<file path="src/tob_pkg.sv">
// ----------------------------------------------------------------------------
// tob_pkg: shared types, constants and font for the 5x7 text overlay blender
// Glyph lookup, command codes, controller states and control structs.
// ----------------------------------------------------------------------------
`default_nettype none
package tob_pkg;

	typedef enum logic [1:0] {
		CMD_WRITE = 2'd0,
		CMD_READ  = 2'd1,
		CMD_DRAW  = 2'd2,
		CMD_NONE  = 2'd3
	} cmd_t;

	typedef enum logic [2:0] {
		REG_WIDTH  = 3'd0,
		REG_HEIGHT = 3'd1,
		REG_ORG_X  = 3'd2,
		REG_ORG_Y  = 3'd3,
		REG_COLOR  = 3'd4,
		REG_ALPHA  = 3'd5,
		REG_SCALE  = 3'd6,
		REG_SPARE  = 3'd7
	} reg_idx_t;

	typedef enum logic [2:0] {
		ST_IDLE,
		ST_DOT,
		ST_READ,
		ST_BLEND,
		ST_WRITE,
		ST_DONE,
		ST_OUT
	} state_t;

	localparam logic [7:0] CHAR_NEWLINE = 8'd10;
	localparam logic [7:0] CHAR_MAX     = 8'd255;

	typedef struct packed {
		logic load;       // latch item
		logic cursor_upd; // apply end-of-item cursor update
		logic dot_next;   // advance dot / sub-pixel walk
		logic rd_en;      // issue store read at walk address
		logic blend;      // register blended pixel
		logic wr_en;      // write blended pixel
		logic out_load;   // capture result
	} dp_cmd_t;

	typedef struct packed {
		logic is_draw;
		logic is_newline;
		logic walk_done;  // last position of the glyph walk
		logic hit;        // current position is lit and in bounds
	} dp_sts_t;

	function automatic logic [34:0] glyph(input logic [7:0] code_in);
		logic [7:0] c;
		logic [39:0] g;
		c = code_in;
		if (c >= 8'h61 && c <= 8'h7a) c = c - 8'h20;
		unique case (c)
			8'h30: g = 40'h3e_51_49_45_3e; 8'h31: g = 40'h00_42_7f_40_00;
			8'h32: g = 40'h42_61_51_49_46; 8'h33: g = 40'h21_41_45_4b_31;
			8'h34: g = 40'h18_14_12_7f_10; 8'h35: g = 40'h27_45_45_45_39;
			8'h36: g = 40'h3c_4a_49_49_30; 8'h37: g = 40'h01_71_09_05_03;
			8'h38: g = 40'h36_49_49_49_36; 8'h39: g = 40'h06_49_49_29_1e;
			8'h41: g = 40'h7e_11_11_11_7e; 8'h42: g = 40'h7f_49_49_49_36;
			8'h43: g = 40'h3e_41_41_41_22; 8'h44: g = 40'h7f_41_41_22_1c;
			8'h45: g = 40'h7f_49_49_49_41; 8'h46: g = 40'h7f_09_09_09_01;
			8'h47: g = 40'h3e_41_49_49_7a; 8'h48: g = 40'h7f_08_08_08_7f;
			8'h49: g = 40'h00_41_7f_41_00; 8'h4a: g = 40'h20_40_41_3f_01;
			8'h4b: g = 40'h7f_08_14_22_41; 8'h4c: g = 40'h7f_40_40_40_40;
			8'h4d: g = 40'h7f_02_0c_02_7f; 8'h4e: g = 40'h7f_04_08_10_7f;
			8'h4f: g = 40'h3e_41_41_41_3e; 8'h50: g = 40'h7f_09_09_09_06;
			8'h51: g = 40'h3e_41_51_21_5e; 8'h52: g = 40'h7f_09_19_29_46;
			8'h53: g = 40'h46_49_49_49_31; 8'h54: g = 40'h01_01_7f_01_01;
			8'h55: g = 40'h3f_40_40_40_3f; 8'h56: g = 40'h1f_20_40_20_1f;
			8'h57: g = 40'h7f_20_18_20_7f; 8'h58: g = 40'h63_14_08_14_63;
			8'h59: g = 40'h07_08_70_08_07; 8'h5a: g = 40'h61_51_49_45_43;
			8'h2e: g = 40'h00_60_60_00_00; 8'h2c: g = 40'h00_40_20_00_00;
			8'h3a: g = 40'h00_36_36_00_00; 8'h3b: g = 40'h00_36_36_20_00;
			8'h2d: g = 40'h00_08_08_08_00; 8'h5f: g = 40'h40_40_40_40_40;
			8'h2b: g = 40'h08_08_3e_08_08; 8'h3d: g = 40'h00_14_14_14_00;
			8'h2a: g = 40'h14_08_3e_08_14; 8'h21: g = 40'h00_00_5f_00_00;
			8'h3f: g = 40'h02_01_51_09_06; 8'h27: g = 40'h00_00_06_00_00;
			8'h22: g = 40'h00_06_00_06_00; 8'h2f: g = 40'h60_10_08_04_03;
			8'h5c: g = 40'h03_04_08_10_60; 8'h28: g = 40'h00_1c_22_41_00;
			8'h29: g = 40'h00_41_22_1c_00; 8'h5b: g = 40'h00_7f_41_41_00;
			8'h5d: g = 40'h00_41_41_7f_00; 8'h7b: g = 40'h00_08_36_41_00;
			8'h7d: g = 40'h00_41_36_08_00; 8'h3c: g = 40'h08_14_22_41_00;
			8'h3e: g = 40'h41_22_14_08_00; 8'h7c: g = 40'h00_00_7f_00_00;
			8'h23: g = 40'h14_7f_14_7f_14; 8'h25: g = 40'h61_64_08_13_23;
			default: g = 40'h0;
		endcase
		// column c occupies bits [7c+6:7c]
		glyph = {g[6:0], g[14:8], g[22:16], g[30:24], g[38:32]};
	endfunction

endpackage
`default_nettype wire

</file>
<file path="src/tob_ctrl.sv">
// ----------------------------------------------------------------------------
// tob_ctrl: sequencer of the overlay blender
// Walks item handling: pixel access, glyph walk with read-blend-write, result.
// ----------------------------------------------------------------------------
`default_nettype none
module tob_ctrl (
	input  wire logic             clk,
	input  wire logic             arst_n,
	input  wire logic             in_valid,
	output logic                  in_ready,
	output logic                  out_valid,
	input  wire logic             out_ready,
	input  wire tob_pkg::dp_sts_t sts,
	output tob_pkg::dp_cmd_t      cmd
);
	import tob_pkg::*;

	state_t state_q, state_d;

	always_ff @(posedge clk or negedge arst_n) begin
		if (!arst_n) state_q <= ST_IDLE;
		else state_q <= state_d;
	end

	always_comb begin
		state_d   = state_q;
		cmd       = '0;
		in_ready  = 1'b0;
		out_valid = 1'b0;
		unique case (state_q)
			ST_IDLE: begin
				in_ready = 1'b1;
				if (in_valid) begin
					cmd.load = 1'b1;
					state_d = ST_DOT;
				end
			end
			ST_DOT: begin
				// pixel commands also pass here; their store access is done at load
				if (!sts.is_draw || sts.is_newline) state_d = ST_DONE;
				else if (sts.hit) begin
					cmd.rd_en = 1'b1;
					state_d = ST_READ;
				end else if (sts.walk_done) state_d = ST_DONE;
				else cmd.dot_next = 1'b1;
			end
			ST_READ: state_d = ST_BLEND;
			ST_BLEND: begin
				cmd.blend = 1'b1;
				state_d = ST_WRITE;
			end
			ST_WRITE: begin
				cmd.wr_en = 1'b1;
				if (sts.walk_done) state_d = ST_DONE;
				else begin
					cmd.dot_next = 1'b1;
					state_d = ST_DOT;
				end
			end
			ST_DONE: begin
				cmd.cursor_upd = 1'b1;
				cmd.out_load = 1'b1;
				state_d = ST_OUT;
			end
			ST_OUT: begin
				out_valid = 1'b1;
				if (out_ready) state_d = ST_IDLE;
			end
			default: state_d = ST_IDLE;
		endcase
	end
endmodule
`default_nettype wire

</file>
<file path="config.mk">
export PLATFORM = sky130hd
export DESIGN_NAME = tob_ctrl
export DESIGN_NICKNAME = d
export VERILOG_FILES = /design/src/tob_pkg.sv /design/src/tob_ctrl.sv
export SDC_FILE = /design/constraint.sdc
export NUM_CORES = 1
export LEC_CHECK = 0
export ABC_AREA = 1
export BUFFER_PORTS_ARGS = -buffer_cell sky130_fd_sc_hd__buf_2
export CORE_AREA = 2 2 39 41
export CTS_CLUSTER_SIZE = 8
export DETAILED_ROUTE_END_ITERATION = 6
export DIE_AREA = 0 0 41 43
export PLACE_DENSITY_LB_ADDON = 0.15
export SYNTH_ARGS = -nofsm -noshare
export SYNTH_HDL_FRONTEND = slang
export SYNTH_SLANG_ARGS = --single-unit
</file>
<file path="constraint.sdc">
create_clock -name clk -period 1.25 [get_ports clk]
set_input_delay 0.125 -clock clk [delete_from_list [all_inputs] [get_ports clk]]
set_output_delay 0.125 -clock clk [all_outputs]
set_load 0.005 [all_outputs]
</file>
==> reports/metrics.cfg, run 1 <==
[floorplanning]
die_x_um=41
dieArea_um2=1760
num_rows=14
ios=17
start_util=0.221
core_um2=1380
die_h_um=43

[routing]
ant_nets=0
firstDrtPassIters=4
routed.top_layer=met4
drc=0
met2_length_um=364
wl_met3_um=39
via_count=378
wl_met1_um=344
wl_um=762
wl_per_cell_um=8.19
vias_per_cell=4.06
drt-initial-drc-count=2

[cells_and_area]
multiInputGateArea_um2=193
diodes=0
drive_above_1_share=0.532
largest_register_ffs=3
final_nets=86
fill_cells=170
max_flop_register=state_q
regArea_um2=78.8
area_growth_pct=63.9
top_regs=state_q: 3 flops
stdcell_area_um2=500

[critical_path]
rr_startpoint=state_q[1]
slowest_delay_ns=0.45
cp-start-kind=flop
cpMostUsedCell=nand2_1
cp.arrival_ns=1.15
worstSetupPathType=reg -> out
endpoint_kind=primary output
startpoint=state_q[0]
required_ns=1.12
crit_slowest_cell=dfrtp_2
path_cells=nor3_2 > nand2_1 > nand2_1 > buf_2
cp_max_fo=6

[yosys]
postSynthCellCount=52
synthesis.area_um2=305
synthSimpleGateAreaFrac=0.512
synth_xor_xnor_area_share=0
synth_fa_ha_area_frac=0
yosys.area.top_type=dfrtp_1
ys_seq_elements=3
synth_async_sr_flop_share=1.00
yosysTopAreaCellShare=0.246
synthTopCellsByArea=dfrtp_1 25%, nand2_1 20%, inv_1 14%, nand3_1 8.2%, nor2_2 6.1%
yosysMostFrequentCell=nand2_1
ys.flop_type=dfrtp_1
synth_edf_count=0
synth_top_family_by_area=simple AND/OR/NAND/NOR gates
synthMuxAreaShare=0
ys_warn_count=0
synth_nets=60
synth_commonest_cells=16 x nand2_1, 11 x inv_1, 5 x nand3_1
avgSynthCellArea_um2=5.87
synth_compound_area_frac=0.0451
synth_cell_type_count=14
synth-seq-area-share=0.246

[power_and_ir_drop]
power.density_nw_per_um2=2050
p_leak_nw=0.339
max-vdd-ir-drop_mv=0.682
switchingPower_mw=0.477
netSwitchingFraction=0.465
comb_power_share=0.588
intPower_mw=0.550
seqPwrFrac=0.246
clock_power_share=0.166

[global_route]
grt_pass1_wl_um=1290
grt_max_degree=8
antenna_found_initial=0
first_global_vias=338
overflow=0
grt_use_total=0.108

[clock_network]
clkLatencyLatePin_ns=0.23
clk_path_buf_depth=2
cts_tree=yes
ctsRootBufferMaster=clkbuf_4
htreeDepth=1
cts_buffers=3
cts_num_sinks=3
path_clk_slew_ns=0.04

[sta]
fin_hold_ws_ns=0.169
timing.fmax_mhz=786
tightest_slew_ns=0.202
period_share=1.02
skew_ns=0.00238
hold_viol_final=0
finalWorstSetupSlack_ns=-0.0225
slew_viol_final=0
period_needed_ns=1.27
slew_headroom=0.865
setup-violations-final=2
rsz0062_at_grt=yes

[hold_path]
hp-start=out_ready
hp-class=in -> reg

[placement]
dpl_cell_area_um2=398
port_buffers=16
hpwl_um=574
gp_congestion=0.793
pre_cts_slack_ns=0.123

[run]
drv_cap=0

[outcome]
status=finished, violations left
violations=setup timing

[metrics by stage]
step	utilization	total power [mW]	cells	setup TNS (ns)
after global routing	0.362	1.14	93	-0.421
after detailed placement	0.288	0.735	83	0
after CTS	0.344	0.981	91	-0.120
after global placement	0.288	0.742	83	0
final	0.362	1.03	93	-0.0249
after floorplan	-	0.579	52	0
[what timing repair did]
item,in CTS,in global routing
pin swaps,3,2
hold buffers,1,0
cloned,0,0
hold endpoints to repair,3,0
buffers inserted,3,2
setup endpoints to repair,5,12
gates resized for setup,7,3
[cell usage in the layout, fill, tap and decap left out, drive strengths merged]
master,Yosys,final
nand2,19,19
nor2,6,6
nand3b,1,1
nand3,5,5
o2111ai,1,1
inv,14,14
nor3,1,1
dlygate4sd3,0,1
buf,1,21
o21ai,1,1
clkbuf,0,4
dfrtp,3,3
[per-layer routing]
| layer | global-route usage | up-vias |
|---|---|---|
| met5 | 0 | - |
| met4 | 0.0400 | 0 |
| met3 | 0.0314 | 2 |
| met2 | 0.159 | 10 |
| met1 | 0.142 | 163 |
| li1 | - | 203 |
[critical path: cells and delay by family, from the launching register on]
kind,cells,cell delay (ns)
simple gates,3,0.36
buf+inv,1,0.10
flops,1,0.45
[area by class of cell]
class / count / area share
multi-input combinational: 34 / 0.385
inverter: 14 / 0.110
clock buffer: 4 / 0.0525
tap: 16 / 0.0400
sequential: 3 / 0.157
timing repair buffer: 22 / 0.255
[final timing paths]
check                                   to  slack [ns]  depth (start not counted)
worst max-delay path                cmd[4]       -0.02                          4
worst min-delay path            state_q[2]        0.17                          4
worst max register to register  state_q[0]        0.09                          9
worst min register to register  state_q[1]        0.61                          1
max in group asynchronous       state_q[1]        0.92                          2
min in group asynchronous       state_q[0]        0.21                          2
[power by group through the flow]
stage / Sequential, mW / Clock, mW / Combinational [mW]
CTS: 0.250 / 0.174 / 0.558
global placement: 0.233 / 0 / 0.509
global route: 0.266 / 0.182 / 0.690
detailed placement: 0.228 / 0 / 0.507
floorplan: 0.207 / 0 / 0.373
finish: 0.253 / 0.171 / 0.604
[cell families after synthesis]
family                 after synthesis
buffers and inverters               15
AND/OR/NAND/NOR                     32
AO/OA/AOI/OAI                        2
flip-flops                           3
(Power assumes the default switching activity.)
==> run 2, diff against run 1 <==
--- a/config.mk
+++ b/config.mk
@@ -8,10 +8,11 @@
 export ABC_AREA = 1
 export BUFFER_PORTS_ARGS = -buffer_cell sky130_fd_sc_hd__buf_2
 export CORE_AREA = 2 2 39 41
-export CTS_CLUSTER_SIZE = 8
 export DETAILED_ROUTE_END_ITERATION = 6
 export DIE_AREA = 0 0 41 43
+export GPL_TIMING_DRIVEN = 0
 export PLACE_DENSITY_LB_ADDON = 0.15
+export SLEW_MARGIN = 25
 export SYNTH_ARGS = -nofsm -noshare
 export SYNTH_HDL_FRONTEND = slang
 export SYNTH_SLANG_ARGS = --single-unit
==> run 2 against run 1 <==
Net effect:
- the flow still finishes with violations (setup timing)
- register-to-register slack about the same
- non-clock buffer count is 1 lower
- utilization shrank 0.18 points
- first-iteration DRC count grew to 2.5 times the previous value
- critical path depth up 1
- sequential share of layout area is 0.079 points higher
- clock power is essentially flat
- flip-flop and latch count stayed put
- total power grew 1.1%
- global-route usage is 0.31 points higher
- cell count fell by 1.1%
- die area unchanged
==> reports/metrics.cfg, run 2 (synthesis results as in run 1) <==
[outcome]
status=finished, violations left
violations=setup timing

[cells_and_area]
regArea_um2=78.8
diodes=0
largest_register_ffs=3
fin_util=0.360
final_nets=85
stdcell_area_um2=498
drive_above_1_share=0.513
multiInputGateArea_um2=194
layout_common_cells=16 x buf_2, 14 x nand2_1, 11 x inv_1
fill_cells=166
top_regs=state_q: 3 flops
max_flop_register=state_q
area_growth_pct=63.1
layout_commonest_cell=buf_2

[sta]
timing.fmax_mhz=788
finalWorstSetupSlack_ns=-0.0184
period_share=1.01
slew_viol_final=0
rsz0062_at_grt=yes
slew_headroom=0.887
fin_hold_ws_ns=0.169
setup-violations-final=4
skew_ns=0.00378
hold_viol_final=0
tightest_slew_ns=0.169
period_needed_ns=1.27

[placement]
hpwl_um=560
port_buffers=16
gp_congestion=0.749
pre_cts_slack_ns=0.120
dpl_cell_area_um2=405

[clock_network]
htreeDepth=1
cts_buffers=3
cts_tree=yes
cts_num_sinks=3
clkLatencyLatePin_ns=0.23
clk_path_buf_depth=2
ctsRootBufferMaster=clkbuf_4
path_clk_slew_ns=0.04

[power_and_ir_drop]
p_leak_nw=0.336
power.density_nw_per_um2=2090
max-vdd-ir-drop_mv=0.602
total_power_mw=1.04

[critical_path]
cp.arrival_ns=1.14
crit_slowest_cell=dfrtp_2
cp-start-kind=flop
cp_max_fo=4
worstSetupPathType=reg -> out
path_cells=inv_2 > nand3_1 > inv_1 > buf_4 > buf_2
required_ns=1.12
endpoint_kind=primary output
slowest_delay_ns=0.44

[routing]
drt-initial-drc-count=5
wl_per_cell_um=7.70
wl_um=708
firstDrtPassIters=2
via_count=372
ant_nets=0
vias_per_cell=4.04
drc=0

[hold_path]
hp-class=in -> reg

[run]
drv_cap=0

[floorplanning]
core_um2=1380
die_h_um=43
die_x_um=41
ios=17
dieArea_um2=1760
start_util=0.221
num_rows=14

[global_route]
grt_max_degree=8
grt_pass1_wl_um=1300
first_global_vias=328
grt_use_total=0.111
overflow=0
antenna_found_initial=0

==> run 2: cell types whose count changed in the layout (fill, tap and decap cells not counted) <==
cell | previous run | this run
nand3_1 | 4 | 5
nor3_2 | 1 | 0
nand3_2 | 1 | 0
nor3_4 | 0 | 1
buf_6 | 0 | 1
buf_4 | 5 | 3
==> run 2: worst max-delay path: cells and delay by family, from the launching register on <==
kind	cells	cell delay (ns)
AND/OR/NAND/NOR	1	0.11
flip-flops	1	0.44
buffers and inverters	4	0.36
==> run 2: metrics by stage <==
step                cells  TNS (ns)
floorplan              52         0
global placement       84         0
detailed placement     84         0
CTS                    92    -0.101
global route           92    -0.578
finish                 92   -0.0389
==> run 2: repair_timing <==
action / in CTS / in global routing
setup endpoints to repair: 6 / 10
pin swaps: 4 / 2
gates resized for setup: 8 / 3
setup buffers: 3 / 0
hold buffers: 1 / 0
endpoints found under the hold margin: 3 / 0
==> run 2: per-layer routing <==
layer  part of all wire  up-vias  wire [um]  track usage
li1                   -      201          -            -
met1               0.44      159        314        0.166
met2               0.48       10        342        0.147
met3              0.047        2         33       0.0157
met4              0.024        0         17       0.0600
met5                  0        -          0            0
==> run 2: worst paths after layout <==
path                         endpoint  cells after the start  startpoint  slack, ns
max                            cmd[5]                      5  state_q[1]      -0.02
max reg2reg                state_q[0]                      9  state_q[1]       0.08
min reg2reg                state_q[1]                      1  state_q[2]       0.61
max in group asynchronous  state_q[0]                      2      arst_n       0.92
min in group asynchronous  state_q[1]                      2      arst_n       0.21
min                        state_q[2]                      4   out_ready       0.17
==> run 2: final cells by class <==
class                           instances  share of cell area
Multi-Input combinational cell         34               0.389
Sequential cell                         3               0.158
Clock buffer                            4              0.0528
Inverter                               14               0.111
Timing Repair Buffer                   20               0.234
Tap cell                               16              0.0402
Buffer                                  1              0.0151
==> run 2: power breakdown <==
group	internal [mW]	leakage (nW)	switching [mW]	total, mW
Combinational	0.276	0.288	0.336	0.612
Clock	0.120	0.0150	0.0496	0.169
Sequential	0.157	0.0332	0.101	0.257
==> run 3, diff against run 2 <==
--- a/config.mk
+++ b/config.mk
@@ -12,6 +12,7 @@
 export DIE_AREA = 0 0 41 43
 export GPL_TIMING_DRIVEN = 0
 export PLACE_DENSITY_LB_ADDON = 0.15
+export RECOVER_POWER = 100
 export SLEW_MARGIN = 25
 export SYNTH_ARGS = -nofsm -noshare
 export SYNTH_HDL_FRONTEND = slang
==> run 3 against run 2 <==
Net effect:
- the run still ends with setup timing left
- clock power barely moved
- clock skew hardly changed
- largest power group unchanged
- sequential share of layout area is essentially flat
- combinational power is essentially flat
- clock-buffer cell count unchanged
==> reports/metrics.cfg, run 3 (synthesis results as in run 1) <==
[outcome]
status=finished, violations left
violations=setup timing

[critical_path]
worstSetupPathType=reg -> out
startpoint=state_q[1]
cp.arrival_ns=1.14
cp-start-kind=flop
cp_max_fo=4
endpoint_kind=primary output
rr_startpoint=state_q[1]
required_ns=1.12
r2r_slack_ns=0.08
reg2reg_depth=9
r2r_end=state_q[0]
crit_path_end=cmd[5]

[run]
drv_cap=0

[placement]
dpl_cell_area_um2=405
port_buffers=16
gp_congestion=0.749
placed_cells=84
hpwl_um=560
pre_cts_slack_ns=0.120

[routing]
firstDrtPassIters=2
drt-initial-drc-count=5
via_count=372
ant_nets=0
wl_per_cell_um=7.67
wl_um=706
vias_per_cell=4.04
drc=0

[power_and_ir_drop]
power.density_nw_per_um2=2090
total_power_mw=1.04
max-vdd-ir-drop_mv=0.602
p_leak_nw=0.333

[global_route]
gr-max-usage-layer=met1
grt_pass1_wl_um=1300
use_met3=0.0157
use_met1=0.166
first_global_vias=328
overflow=0
grt_max_degree=8
grtUsageMet2=0.147
grt_use_total=0.111
antenna_found_initial=0

[floorplanning]
die_h_um=43
dieArea_um2=1760
die_x_um=41
start_util=0.221
num_rows=14
ios=17
core_um2=1380

[cells_and_area]
fill_cells=166
max_flop_register=state_q
diodes=0
top_regs=state_q: 3 flops
stdcell_area_um2=497
drive_above_1_share=0.500
layout_common_cells=14 x nand2_1, 14 x buf_2, 11 x inv_1
largest_register_ffs=3
final_nets=85
multiInputGateArea_um2=194
area_growth_pct=62.7
stdcell_count=92
regArea_um2=78.8

[sta]
tightest_slew_ns=0.173
skew_ns=0.00378
timing.fmax_mhz=788
finalWorstSetupSlack_ns=-0.0186
slew_viol_final=0
rsz0062_at_grt=yes
setup-violations-final=4
finalSetupTns_ns=-0.0431
slew_headroom=0.884
period_share=1.01
period_needed_ns=1.27
hold_viol_final=0

[clock_network]
path_clk_slew_ns=0.04
clkLatencyLatePin_ns=0.23
clk_path_buf_depth=2
cts_tree=yes
cts_buffers=3
ctsRootBufferMaster=clkbuf_4
cts_num_sinks=3
htreeDepth=1

[hold_path]
hp-class=in -> reg

[run 3: cell types whose count changed in the layout (fill, tap and decap cells not counted), sizes merged]
cell and delta:
buf -2, clkbuf +2
[run 3: area by class of cell]
cell class                      instances  share of cell area
Buffer                                  1              0.0151
Clock buffer                            4              0.0529
Inverter                               14               0.111
Multi-Input combinational cell         34               0.390
Sequential cell                         3               0.159
Tap cell                               16              0.0403
Timing Repair Buffer                   20               0.232
[run 3: worst max-delay path, cell delays in order, from the launching register on]
cell	delay (ns)
dfrtp_2	0.44
inv_2	0.07
nand3_1	0.11
inv_1	0.10
buf_4	0.10
buf_2	0.09
[run 3: timing repair]
item | in CTS | in global routing
hold endpoints to repair | 3 | 0
buffers inserted | 3 | 0
resized for setup | 8 | 3
pin swaps | 4 | 2
setup endpoints to repair | 6 | 10
hold buffers | 1 | 0
[run 3: stage by stage]
stage          utilization  hold WS, ns
2_1_floorplan            -       -0.171
3_3_place_gp         0.293      -0.0782
3_5_place_dp         0.293      -0.0787
4_1_cts              0.354        0.172
5_1_grt              0.359        0.197
6_report             0.359        0.169
[run 3: worst min path at each step]
stage / start / end / cells after the start
floorplan: arst_n / state_q[0] / 0
global placement: arst_n / state_q[0] / 1
detailed placement: arst_n / state_q[0] / 1
CTS: out_ready / state_q[2] / 4
global route: out_ready / state_q[2] / 4
finish: out_ready / state_q[2] / 4
[run 3: power by group]
group	total, mW	switching [mW]	internal (mW)
Sequential	0.257	0.101	0.157
Clock	0.169	0.0497	0.120
Combinational	0.612	0.336	0.276
[run 3: metal layers]
metal  part of all wire  up-vias  wire (um)
li1                   -      201          -
met1               0.44      159        312
met2               0.49       10        343
met3              0.047        2         33
met4              0.024        0         17
met5                  0        -          0
